File: config.mk
export PLATFORM = sky130hd
export DESIGN_NAME = irt_cell
export DESIGN_NICKNAME = d
export VERILOG_FILES = /design/src/hw/rtl/irt_pkg.sv /design/src/hw/rtl/irt_cell.sv
export SDC_FILE = /design/constraint.sdc
export NUM_CORES = 1
export LEC_CHECK = 0
export BUFFER_PORTS_ARGS = -buffer_cell sky130_fd_sc_hd__buf_2
export CORE_ASPECT_RATIO = 0.7
export CORE_MARGIN = 2
export CORE_UTILIZATION = 40
export CTS_BUF_LIST = sky130_fd_sc_hd__clkbuf_16
export CTS_CLUSTER_SIZE = 12
export DETAILED_ROUTE_END_ITERATION = 10
export GPL_ROUTABILITY_DRIVEN = 0
export PLACE_DENSITY = 0.81
export SETUP_SLACK_MARGIN = 0.4
export SKIP_CTS_REPAIR_TIMING = 1
export SKIP_LAST_GASP = 1
export SLEW_MARGIN = 40
export SYNTH_ARGS = -nofsm -noshare
export SYNTH_HDL_FRONTEND = slang
export SYNTH_SLANG_ARGS = --single-unit
export TNS_END_PERCENT = 20
File: constraint.sdc
create_clock -name clk -period 2 [get_ports clk]
set_input_delay 0.2 -clock clk [delete_from_list [all_inputs] [get_ports clk]]
set_output_delay 0.2 -clock clk [all_outputs]
set_load 0.005 [all_outputs]
File: src/hw/rtl/irt_pkg.sv
// shared types and constants for the interval reservation table
package irt_pkg;

  localparam int TIME_W       = 32;
  localparam int OCC_W        = 7;
  localparam int CAPACITY_DEF = 64;

  typedef enum logic [1:0] {
    ST_BOOKED  = 2'd0,
    ST_OVERLAP = 2'd1,
    ST_FULL    = 2'd2,
    ST_INVALID = 2'd3
  } irt_status_t;

  typedef enum logic {
    S_IDLE   = 1'b0,
    S_UPDATE = 1'b1
  } irt_state_t;

  typedef struct packed {
    logic [TIME_W-1:0] req_start;
    logic [TIME_W-1:0] req_end;
  } irt_in_t;

  typedef struct packed {
    irt_status_t      status;
    logic [OCC_W-1:0] occupancy;
  } irt_out_t;

  typedef struct packed {
    logic [TIME_W-1:0] ival_start;
    logic [TIME_W-1:0] ival_end;
  } irt_entry_t;

  typedef struct packed {
    logic cmp_en;
    logic upd_en;
  } irt_ctrl_t;

endpackage

File: src/hw/rtl/irt_cell.sv
// one table slot: compares against a request and shifts up on insert
module irt_cell #(
  parameter int IDX   = 0,
  parameter int CNT_W = 7
) (
  input  logic               clk,
  input  irt_pkg::irt_ctrl_t ctrl,
  input  irt_pkg::irt_in_t   req_cmp,
  input  irt_pkg::irt_in_t   req_ins,
  input  logic [CNT_W-1:0]   cnt,
  input  irt_pkg::irt_entry_t prev_entry,
  input  logic               prev_after,
  output irt_pkg::irt_entry_t entry,
  output logic               after,
  output logic               ovl
);

  irt_pkg::irt_entry_t entry_r;
  logic                after_r;
  logic                ovl_r;
  logic                used;

  assign used = CNT_W'(IDX) < cnt;

  always_ff @(posedge clk) begin
    if (ctrl.cmp_en) begin
      ovl_r   <= used && (entry_r.ival_start < req_cmp.req_end)
                      && (entry_r.ival_end > req_cmp.req_start);
      after_r <= !used || (entry_r.ival_start >= req_cmp.req_end);
    end
    if (ctrl.upd_en && after_r) begin
      if (prev_after) begin
        entry_r <= prev_entry;
      end else begin
        entry_r.ival_start <= req_ins.req_start;
        entry_r.ival_end   <= req_ins.req_end;
      end
    end
  end

  assign entry = entry_r;
  assign after = after_r;
  assign ovl   = ovl_r;

endmodule

# Yosys cells after proc, flatten, opt, wreduce, memory -nomap -nowiden
# Cells that the tools add are included.
totals:
  latch_bits: 0
  mem_bits_rw: 0
  out_inout_bits: 66
  rom_bits: 0
  register_bits: 66
  in_bits: 203
  memories: 0
op_classes:
  shift: 0
  n_div: 0
  add_sub_neg: 0
  bitwise: 0
  multipliers: 0
  muxes: 1
  n_reduce_logical: 5
  n_eq_ne: 0
  magnitude_cmp: 4
ops:
  columns: ["op", "n"]
  rows:
  - ["two-way mux 64 bit", 1]
  - [">= comparator 32 bit", 1]
  - ["greater-than comparator 32 bit", 1]
  - ["< comparator 32 bit", 1]
  - ["< comparator 1 x 7 -> 1 bit (first input constant)", 1]
  - ["logical AND 1 bit", 3]
  - ["zero test 1 bit", 1]
  - ["logical OR 1 bit", 1]

# Longest topological paths before layout
# Gate-level depths: netlist of run 1.
logic_depth:
  depth_word: 3
  depth_mapped: 7
  mapped_depth_nobuf: 7

# Least setup slack after synthesis of run 1
# Ideal clock, no wire load.
synth_timing:
  kind: "reg-to-reg"
  startpoint: "register after_r, in the netlist after"
  endpoint: "register entry_r, in the netlist entry[0] (enable)"
  path_slack_ps: -293
  arrival_time_ps: 1865
  stages_incl_launch_ff: 2
  path_cell_list: "edfxtp_1 -> and2_1"
synth_via:
  elab_chain_cells: 1
synth_lines:
  columns: ["element", "line", "text"]
  rows:
  - ["start: declaration", "irt_cell.sv:19", "logic after_r;"]
  - ["start signal: assignment", "irt_cell.sv:29", "after_r <= !used || (entry_r.ival_start >= req_cmp.req_end);"]
  - ["logical AND 1 bit", "irt_cell.sv:31", "if (ctrl.upd_en && after_r) begin"]
  - ["end signal: assignment", "irt_cell.sv:33", "entry_r <= prev_entry;"]
  - ["end: declaration", "irt_cell.sv:18", "irt_pkg::irt_entry_t entry_r;"]
# No other way between the ends.
# A chain may end at the register's enable or synchronous reset.

# Worst setup path after layout of run 1
layout_timing:
  startpoint: "register entry_r, in the netlist entry[22]"
  endpoint: "register ovl_r, in the netlist ovl, data pin"
layout_via:
  elab_chain_cells: 2
layout_lines:
  columns: ["element", "line", "text"]
  rows:
  - ["greater-than comparator 32 bit", "irt_cell.sv:28", "&& (entry_r.ival_end > req_cmp.req_start);"]
  - ["logical AND 1 bit", "irt_cell.sv:28", null]
  - ["end signal: assignment", "irt_cell.sv:27", "ovl_r <= used && (entry_r.ival_start < req_cmp.req_end)"]
  - ["end: declaration", "irt_cell.sv:20", "logic ovl_r;"]
# No other way between the ends.

==> results.cfg, run 1 <==
[cts]
ctsRootBufferMaster = clkbuf_16
clk_latency_ps = 320
cts_buffers = 9
cts_num_sinks = 66
cts_tree = built
htree_num_levels = 3
cts_buffer_depth = 2
cts.reportedPaths.clkPinSlew_ps = 50

[sta]
fmax_ghz = 0.4996
period_needed_ps = 2001
setup_ws_ps = -1.493
timing.slew.headroom_pct = 75.56
finalSetupViolCount = 1
tightest_slew_ps = 366.7
skew_ps = 4.074
slew_violations = 0
fin_crit_sh_pct = 100.1
rsz0062_at_grt = yes
hold_viol = 0

[grt]
grt_pass1_vias = 3984
overflow = 0
antenna_found_initial = 0
grt_max_degree = 65
grt_use_total_pct = 20.09
grt_pass1_wl_mm = 18.33

[pwr]
p_comb_share_pct = 20.6
power.switching_uw = 961.1
p_int_uw = 3024
total_power_uw = 3985
seqPwrFrac_pct = 42.1
power_density_mw_per_mm2 = 620.4
total_leakage_power_uw = 0.003212
ir_drop_mv = 0.4821
clock_power_share_pct = 37.3
swShare_pct = 24.12

[layout]
fillers = 908
diodes = 0
areaGrowthSynthToFinish_pct = 45.77
drive_gt1_share_pct = 57.45
layout.nets = 920
final_util_pct = 58.98
finalNonFillerCells = 811

[route]
drt_first_pass_iters = 4
first_iter_violations = 79
ant_nets = 0
avgRoutedWirePerCell_um = 15.32
vias = 3934
drc_errors = 0
via_per_inst = 4.851
wl_mm = 12.43

[critical_path]
cp_max_fo = 3
worstSetupPathType = reg2reg
crit_required_ps = 2060
cp_data_arrival_time_ps = 2060
startpoint_type = flip-flop
cp-end-kind = flip-flop

[floorplan]
die_h_um = 91.82
initial_core_util_pct = 40.46
fp-row-count = 32
dieWidth_um = 129.5
dieArea_mm2 = 0.01189
core_mm2 = 0.01089
io_pins = 269

[logic_synthesis]
synth_fp_nets = 636
async_reset_ff_share_pct = 0
synth_area_leaders = edfxtp_1, ha_1, mux2_2
synth-edff-count = 66
syn_avg_cell_area_um2 = 11.94
netlist_top_cells_count = edfxtp_1, inv_1, ha_1, mux2_2, a21oi_1
ys.warnings.count = 0
netlist_area_mm2 = 0.004407
synth_cell_types = 37
synthFlopType = edfxtp_1
syn_inst = 369
ys_seq_elements = 66
post-synth-top-count-cell = edfxtp_1
yosysTopAreaCellShare_pct = 44.97
yosysSeqAreaShare_pct = 44.97
yosysTopAreaCell = edfxtp_1

[placed_design]
portBuffers = 268
detailed_place_hpwl_mm = 10.10
pre_cts_slack_ps = -201.7
numPlacedInstances = 792

[outcome]
violations = negative setup slack
status = finished with violations

[min_path]
hold_class = in2reg

[run]
drv_cap = 0
layer usage:
layer | share of wire [%] | track usage [%] | up-vias | wire, um
met2 | 52 | 37.72 | 146 | 6470
met4 | 1.4 | 5.466 | 0 | 176
met1 | 40 | 22.01 | 1854 | 4988
met3 | 6.4 | 5.718 | 14 | 791
li1 | - | - | 1920 | -
met5 | 0 | 0 | - | 0
worst paths after layout:
check / from / to / slack, ps / cells past startpoint
max: entry[22]$_DFFE_PP_ / ovl$_DFFE_PP_ / -1 / 5
max reg2reg: entry[22]$_DFFE_PP_ / ovl$_DFFE_PP_ / -1 / 5
min reg2reg: after$_DFFE_PP_ / entry[13]$_DFFE_PP_ / 850 / 1
min: ctrl[1] / ovl$_DFFE_PP_ / 110 / 1
logic make-up (layout without fill, tap and decap cells):
logic type	count (synthesis)	after routing	share of synthesized area, %
AOI/OAI and AO/OA	51	51	7.809
and+or+nand+nor	52	52	6.389
muxes	64	64	16.35
buffers and inverters	72	361	6.303
DFF	66	66	44.97
adders and majority gates	64	64	18.17
sequential cells by signal (all words and copies together) (netlist names):
register,flops
after,1
entry,64
ovl,1
cell type report:
cell class	instances	area [um2]	share of cell area, %
flip-flops and latches	66	1982	30.85
well taps	153	191.4	2.980
repair buffers	280	1456	22.67
multi-input cells	231	2270	35.33
inverters	65	244.0	3.798
clock inverters	7	55.05	0.8570
clock buffers	9	225.2	3.506
per-stage QoR:
step | instance area, um2 | TNS (ps) | hold slack, ps
4_1_cts | 6280 | -245.7 | 95.60
2_1_floorplan | 4408 | 0 | 312.5
5_1_grt | 6424 | -66.34 | 98.07
6_report | 6424 | -1.493 | 113.7
3_3_place_gp | 6000 | -227.1 | 447.3
3_5_place_dp | 6000 | -235.9 | 442.2
power groups by stage:
stage	clock [uW]	sequential, uW	combinational [uW]
2_1_floorplan	0	1710	383
3_3_place_gp	0	1700	747
3_5_place_dp	0	1700	789
4_1_cts	1530	1680	794
5_1_grt	1590	1690	917
6_report	1490	1680	820
critical path, stage by stage (launching register included):
cell and delay (ps):
edfxtp_1 440, ha_4 260, and4_4 180, a221o_1 400, a2111oi_4 350, a211oi_2 110
cell usage in the layout (no fill, tap or decap), types with 2 or more instances in the layout:
cell type,Yosys,layout
a21o_1,5,5
nand4_1,8,8
buf_2,6,268
a221o_1,2,2
and4_1,3,2
mux2_2,64,64
buf_4,0,10
ha_1,64,59
inv_1,65,69
nor2b_1,3,3
clkinv_2,0,2
nand3_1,7,7
edfxtp_1,66,66
o21ai_0,6,5
nor2_1,5,5
nor4_2,0,2
ha_4,0,5
clkbuf_16,0,9
nand2_1,16,16
a21oi_2,1,3
a21oi_1,24,22
buf_12,0,2
No activity file was read; power rests on OpenSTA's default activity.
==> run 2: changes to the inputs <==
--- a/config.mk
+++ b/config.mk
@@ -8,12 +8,13 @@
 export BUFFER_PORTS_ARGS = -buffer_cell sky130_fd_sc_hd__buf_2
 export CORE_ASPECT_RATIO = 0.7
 export CORE_MARGIN = 2
-export CORE_UTILIZATION = 40
+export CORE_UTILIZATION = 44
 export CTS_BUF_LIST = sky130_fd_sc_hd__clkbuf_16
 export CTS_CLUSTER_SIZE = 12
 export DETAILED_ROUTE_END_ITERATION = 10
 export GPL_ROUTABILITY_DRIVEN = 0
-export PLACE_DENSITY = 0.81
+export MAX_ROUTING_LAYER = met4
+export PLACE_DENSITY = 0.85
 export SETUP_SLACK_MARGIN = 0.4
 export SKIP_CTS_REPAIR_TIMING = 1
 export SKIP_LAST_GASP = 1
==> constraint.sdc (replaced) <==
create_clock -name clk -period 2.1 [get_ports clk]
set_input_delay 0.21 -clock clk [delete_from_list [all_inputs] [get_ports clk]]
set_output_delay 0.21 -clock clk [all_outputs]
set_load 0.005 [all_outputs]
==> results.cfg, run 2 (synthesized netlist as in run 1, its figures left out) <==
[route]
drc_errors = 0
via_per_inst = 5.018
drt_first_pass_iters = 4
vias = 3919
wl_mm = 12.32
avgRoutedWirePerCell_um = 15.77
ant_nets = 0
first_iter_violations = 88

[floorplan]
die_h_um = 87.73
initial_core_util_pct = 45.33
dieWidth_um = 123.6
io_pins = 269
fp-row-count = 30
core_mm2 = 0.009722
dieArea_mm2 = 0.01084

[sta]
whs_ps = 113.0
skew_ps = 5.785
slew_violations = 0
period_needed_ps = 2022
finalSetupViolCount = 0
hold_viol = 0
rsz0062_at_grt = yes
timing.slew.headroom_pct = 69.30
fmax_ghz = 0.4947
tightest_slew_ps = 460.5
fin_crit_sh_pct = 96.27
setup_tns_ps = 0

[layout]
areaGrowthSynthToFinish_pct = 44.09
fillers = 768
layout.nets = 915
largest_reg_flops = 64
drive_gt1_share_pct = 56.66
diodes = 0
final_common_cell = buf_2
layout_common_cells = buf_2, inv_1, edfxtp_1, mux2_2, ha_1

[pwr]
ir_drop_mv = 0.5990
power_density_mw_per_mm2 = 598.3
total_leakage_power_uw = 0.003175

[cts]
ctsRootBufferMaster = clkbuf_16
cts_tree = built
cts_buffer_depth = 2
cts.reportedPaths.clkPinSlew_ps = 60
cts_buffers = 9
clk_latency_ps = 320
cts_num_sinks = 66
htree_num_levels = 3

[min_path]
min_from = ctrl[1]
hold_class = in2reg

[grt]
antenna_found_initial = 0
overflow = 0
grt_use_total_pct = 23.50
grt_max_degree = 65
grt_pass1_vias = 4016
grt_pass1_wl_mm = 18.73

[critical_path]
r2r_start = entry[21]$_DFFE_PP_
cp-end-kind = flip-flop
cp_data_arrival_time_ps = 2090
startpoint_type = flip-flop
cp_max_fo = 2
crit_path_start = entry[21]$_DFFE_PP_
crit_required_ps = 2170
worstSetupPathType = reg2reg

[placed_design]
detailed_place_hpwl_mm = 10.16
portBuffers = 268

[run]
drv_cap = 0

[outcome]
status = finished, final reports clean
-- run 2: cell count changes in the layout (fill, tap and decap cells not counted), sizes merged --
cell      before  now
buf          280  275
inv           69   67
clkinv         2    3
clkinvlp       0    1
-- run 2: worst max-delay path, stage by stage (launching register included) --
cell	delay, ps
edfxtp_1	400
ha_1	310
and4_1	190
a221o_1	390
a2111oi_4	370
a211oi_2	110
-- run 2: layer usage --
layer  up-vias  GRT usage [%]  routed length, um
met5         -              -                  0
met4         0          8.161                225
met3        26          7.878                965
met2       175          41.51               6417
met1      1802          24.65               4708
li1       1916              -                  -
-- run 2: cell type report --
type / count / area [um2] / area share (%)
multi-input cells: 231 / 2245 / 35.35
flip-flops and latches: 66 / 1982 / 31.21
repair buffers: 275 / 1431 / 22.54
inverters: 65 / 244.0 / 3.842
clock buffers: 9 / 225.2 / 3.547
well taps: 128 / 160.2 / 2.522
clock inverters: 7 / 62.56 / 0.9852
-- run 2: worst paths after layout --
check | end | slack, ps | cells past startpoint
min reg2reg | after$_DFFE_PP_ | 880 | 4
min | ovl$_DFFE_PP_ | 110 | 1
max | ovl$_DFFE_PP_ | 80 | 5
max reg2reg | ovl$_DFFE_PP_ | 80 | 5
-- run 2: report_power, final --
part           leakage, uW  switching [uW]  internal, uW  total [uW]
Sequential        0.000619            40.4          1560        1600
Combinational      0.00241             351           419         770
Clock             0.000145             528           905        1430
-- run 2: stage by stage --
step / setup slack (ps) / power [uW] / std cells / cell area, um2 / util [%]
after floorplan: 117.3 / 1992 / 369 / 4408 / -
after global placement: -8.085 / 2327 / 763 / 5951 / 61.21
after detailed placement: -29.92 / 2369 / 763 / 5951 / 61.21
after CTS: -37.66 / 3816 / 779 / 6238 / 64.17
after global routing: 2.341 / 3994 / 781 / 6350 / 65.32
final: 78.41 / 3799 / 781 / 6350 / 65.32
==> run 3: changes to the inputs <==
--- a/config.mk
+++ b/config.mk
@@ -14,7 +14,7 @@
 export DETAILED_ROUTE_END_ITERATION = 10
 export GPL_ROUTABILITY_DRIVEN = 0
 export MAX_ROUTING_LAYER = met4
-export PLACE_DENSITY = 0.85
+export PLACE_DENSITY_LB_ADDON = 0.2
 export SETUP_SLACK_MARGIN = 0.4
 export SKIP_CTS_REPAIR_TIMING = 1
 export SKIP_LAST_GASP = 1
==> results.cfg, run 3 (synthesized netlist as in run 1, its figures left out) <==
[critical_path]
cp_num_buf_inv = 0
cp_data_arrival_time_ps = 2060
max_stage_delay_ps = 390
path_cells = ha_1 > and4_1 > a221o_1 > a2111oi_4 > a211oi_2
crit_slowest_cell = edfxtp_1
cp_max_fo = 2
startpoint_type = flip-flop
crit_required_ps = 2160
cp-end-kind = flip-flop
cp_top_family = compound AO/OA/AOI/OAI gates
timing.reg2reg.setup_slack_ps = 100
worstSetupPathType = reg2reg

[grt]
grt_max_degree = 65
grt_pass1_vias = 3835
grt_pass1_wl_mm = 17.31
gr-usage-met1_pct = 24.58
overflow = 0
antenna_found_initial = 0
grt_use_total_pct = 21.63
use_met3_pct = 6.185
grt-busiest-layer = met2
grt_use_met2_pct = 37.81

[cts]
ctsRootBufferMaster = clkbuf_16
clk_latency_ps = 320
cts_buffer_depth = 2
cts.reportedPaths.clkPinSlew_ps = 50
cts_buffers = 9
htree_num_levels = 3
cts_tree = built
cts_num_sinks = 66

[sta]
tightest_slew_ps = 360.9
finalSetupViolCount = 0
timing.slew.headroom_pct = 75.94
fmax_ghz = 0.5004
hold_viol = 0
setup_ws_ps = 101.5
period_needed_ps = 1998
skew_ps = 2.726
fin_crit_sh_pct = 95.17
slew_violations = 0
rsz0062_at_grt = yes

[pwr]
total_power_uw = 3793
power.switching_uw = 916.2
clock_power_share_pct = 37.9
swShare_pct = 24.16
p_int_uw = 2876
ir_drop_mv = 0.6102
power_density_mw_per_mm2 = 598.1
total_leakage_power_uw = 0.003171
p_comb_share_pct = 20.0
seqPwrFrac_pct = 42.0

[route]
via_per_inst = 4.881
first_iter_violations = 103
vias = 3802
ant_nets = 0
avgRoutedWirePerCell_um = 14.99
drt_first_pass_iters = 4
wl_mm = 11.68
drc_errors = 0

[layout]
drive_gt1_share_pct = 57.30
final_common_cell = buf_2
largest_reg_flops = 64
fin_area_mm2 = 0.006341
finalNonFillerCells = 779
layout.nets = 913
areaGrowthSynthToFinish_pct = 43.90
diodes = 0
layout_common_cells = buf_2, inv_1, edfxtp_1, mux2_2, ha_1

[floorplan]
io_pins = 269
dieArea_mm2 = 0.01084
die_h_um = 87.73
initial_core_util_pct = 45.33
core_mm2 = 0.009722
fp-row-count = 30
dieWidth_um = 123.6

[placed_design]
detailed_place_hpwl_mm = 9.627
placed_area_mm2 = 0.005923
portBuffers = 268
numPlacedInstances = 761
pre_cts_slack_ps = -92.90

[outcome]
status = finished, final reports clean

[min_path]
hold_class = in2reg

[run]
drv_cap = 0
run 3: cell count changes in the layout (fill, tap and decap cells not counted), sizes merged:
cell / before / now
buf: 275 / 273
clkinv: 3 / 4
inv: 67 / 66
run 3: final timing paths:
path,from,end,depth (start not counted)
setup / recovery,entry[23]$_DFFE_PP_,ovl$_DFFE_PP_,5
hold / removal,ctrl[1],after$_DFFE_PP_,1
setup reg to reg,entry[23]$_DFFE_PP_,ovl$_DFFE_PP_,5
hold reg to reg,entry[63]$_DFFE_PP_,after$_DFFE_PP_,4
run 3: layout make-up:
cell class / count / area (um2)
clock inverter: 7 / 61.31
fill: 813 / 3381
tap: 128 / 160.2
inverter: 65 / 244.0
timing repair buffer: 273 / 1404
sequential: 66 / 1982
clock buffer: 9 / 225.2
multi-input combinational: 231 / 2265
run 3: power groups by stage:
stage / Combinational, uW / Sequential [uW] / Clock (uW)
after floorplan: 365 / 1630 / 0
after global placement: 711 / 1620 / 0
after detailed placement: 733 / 1620 / 0
after CTS: 740 / 1590 / 1470
after global routing: 859 / 1600 / 1530
final: 760 / 1590 / 1440
run 3: routing by layer:
| metal | vias to the layer above | wire (um) |
|---|---|---|
| met2 | 149 | 5969 |
| met3 | 12 | 871 |
| met5 | - | 0 |
| met4 | 0 | 126 |
| met1 | 1735 | 4712 |
| li1 | 1906 | - |
run 3: through the flow:
step,utilization (%),hold slack [ps],setup TNS [ps]
2_1_floorplan,-,322.5,0
4_1_cts,63.87,109.8,-100.1
6_report,65.23,123.2,0
3_5_place_dp,60.93,448.5,-92.90
5_1_grt,65.23,106.2,0
3_3_place_gp,60.93,444.2,-68.66
run 3: worst register-to-register path: stages (launching register included):
cell and delay (ps):
edfxtp_1 390, ha_1 310, and4_1 230, a221o_1 390, a2111oi_4 310, a211oi_2 110
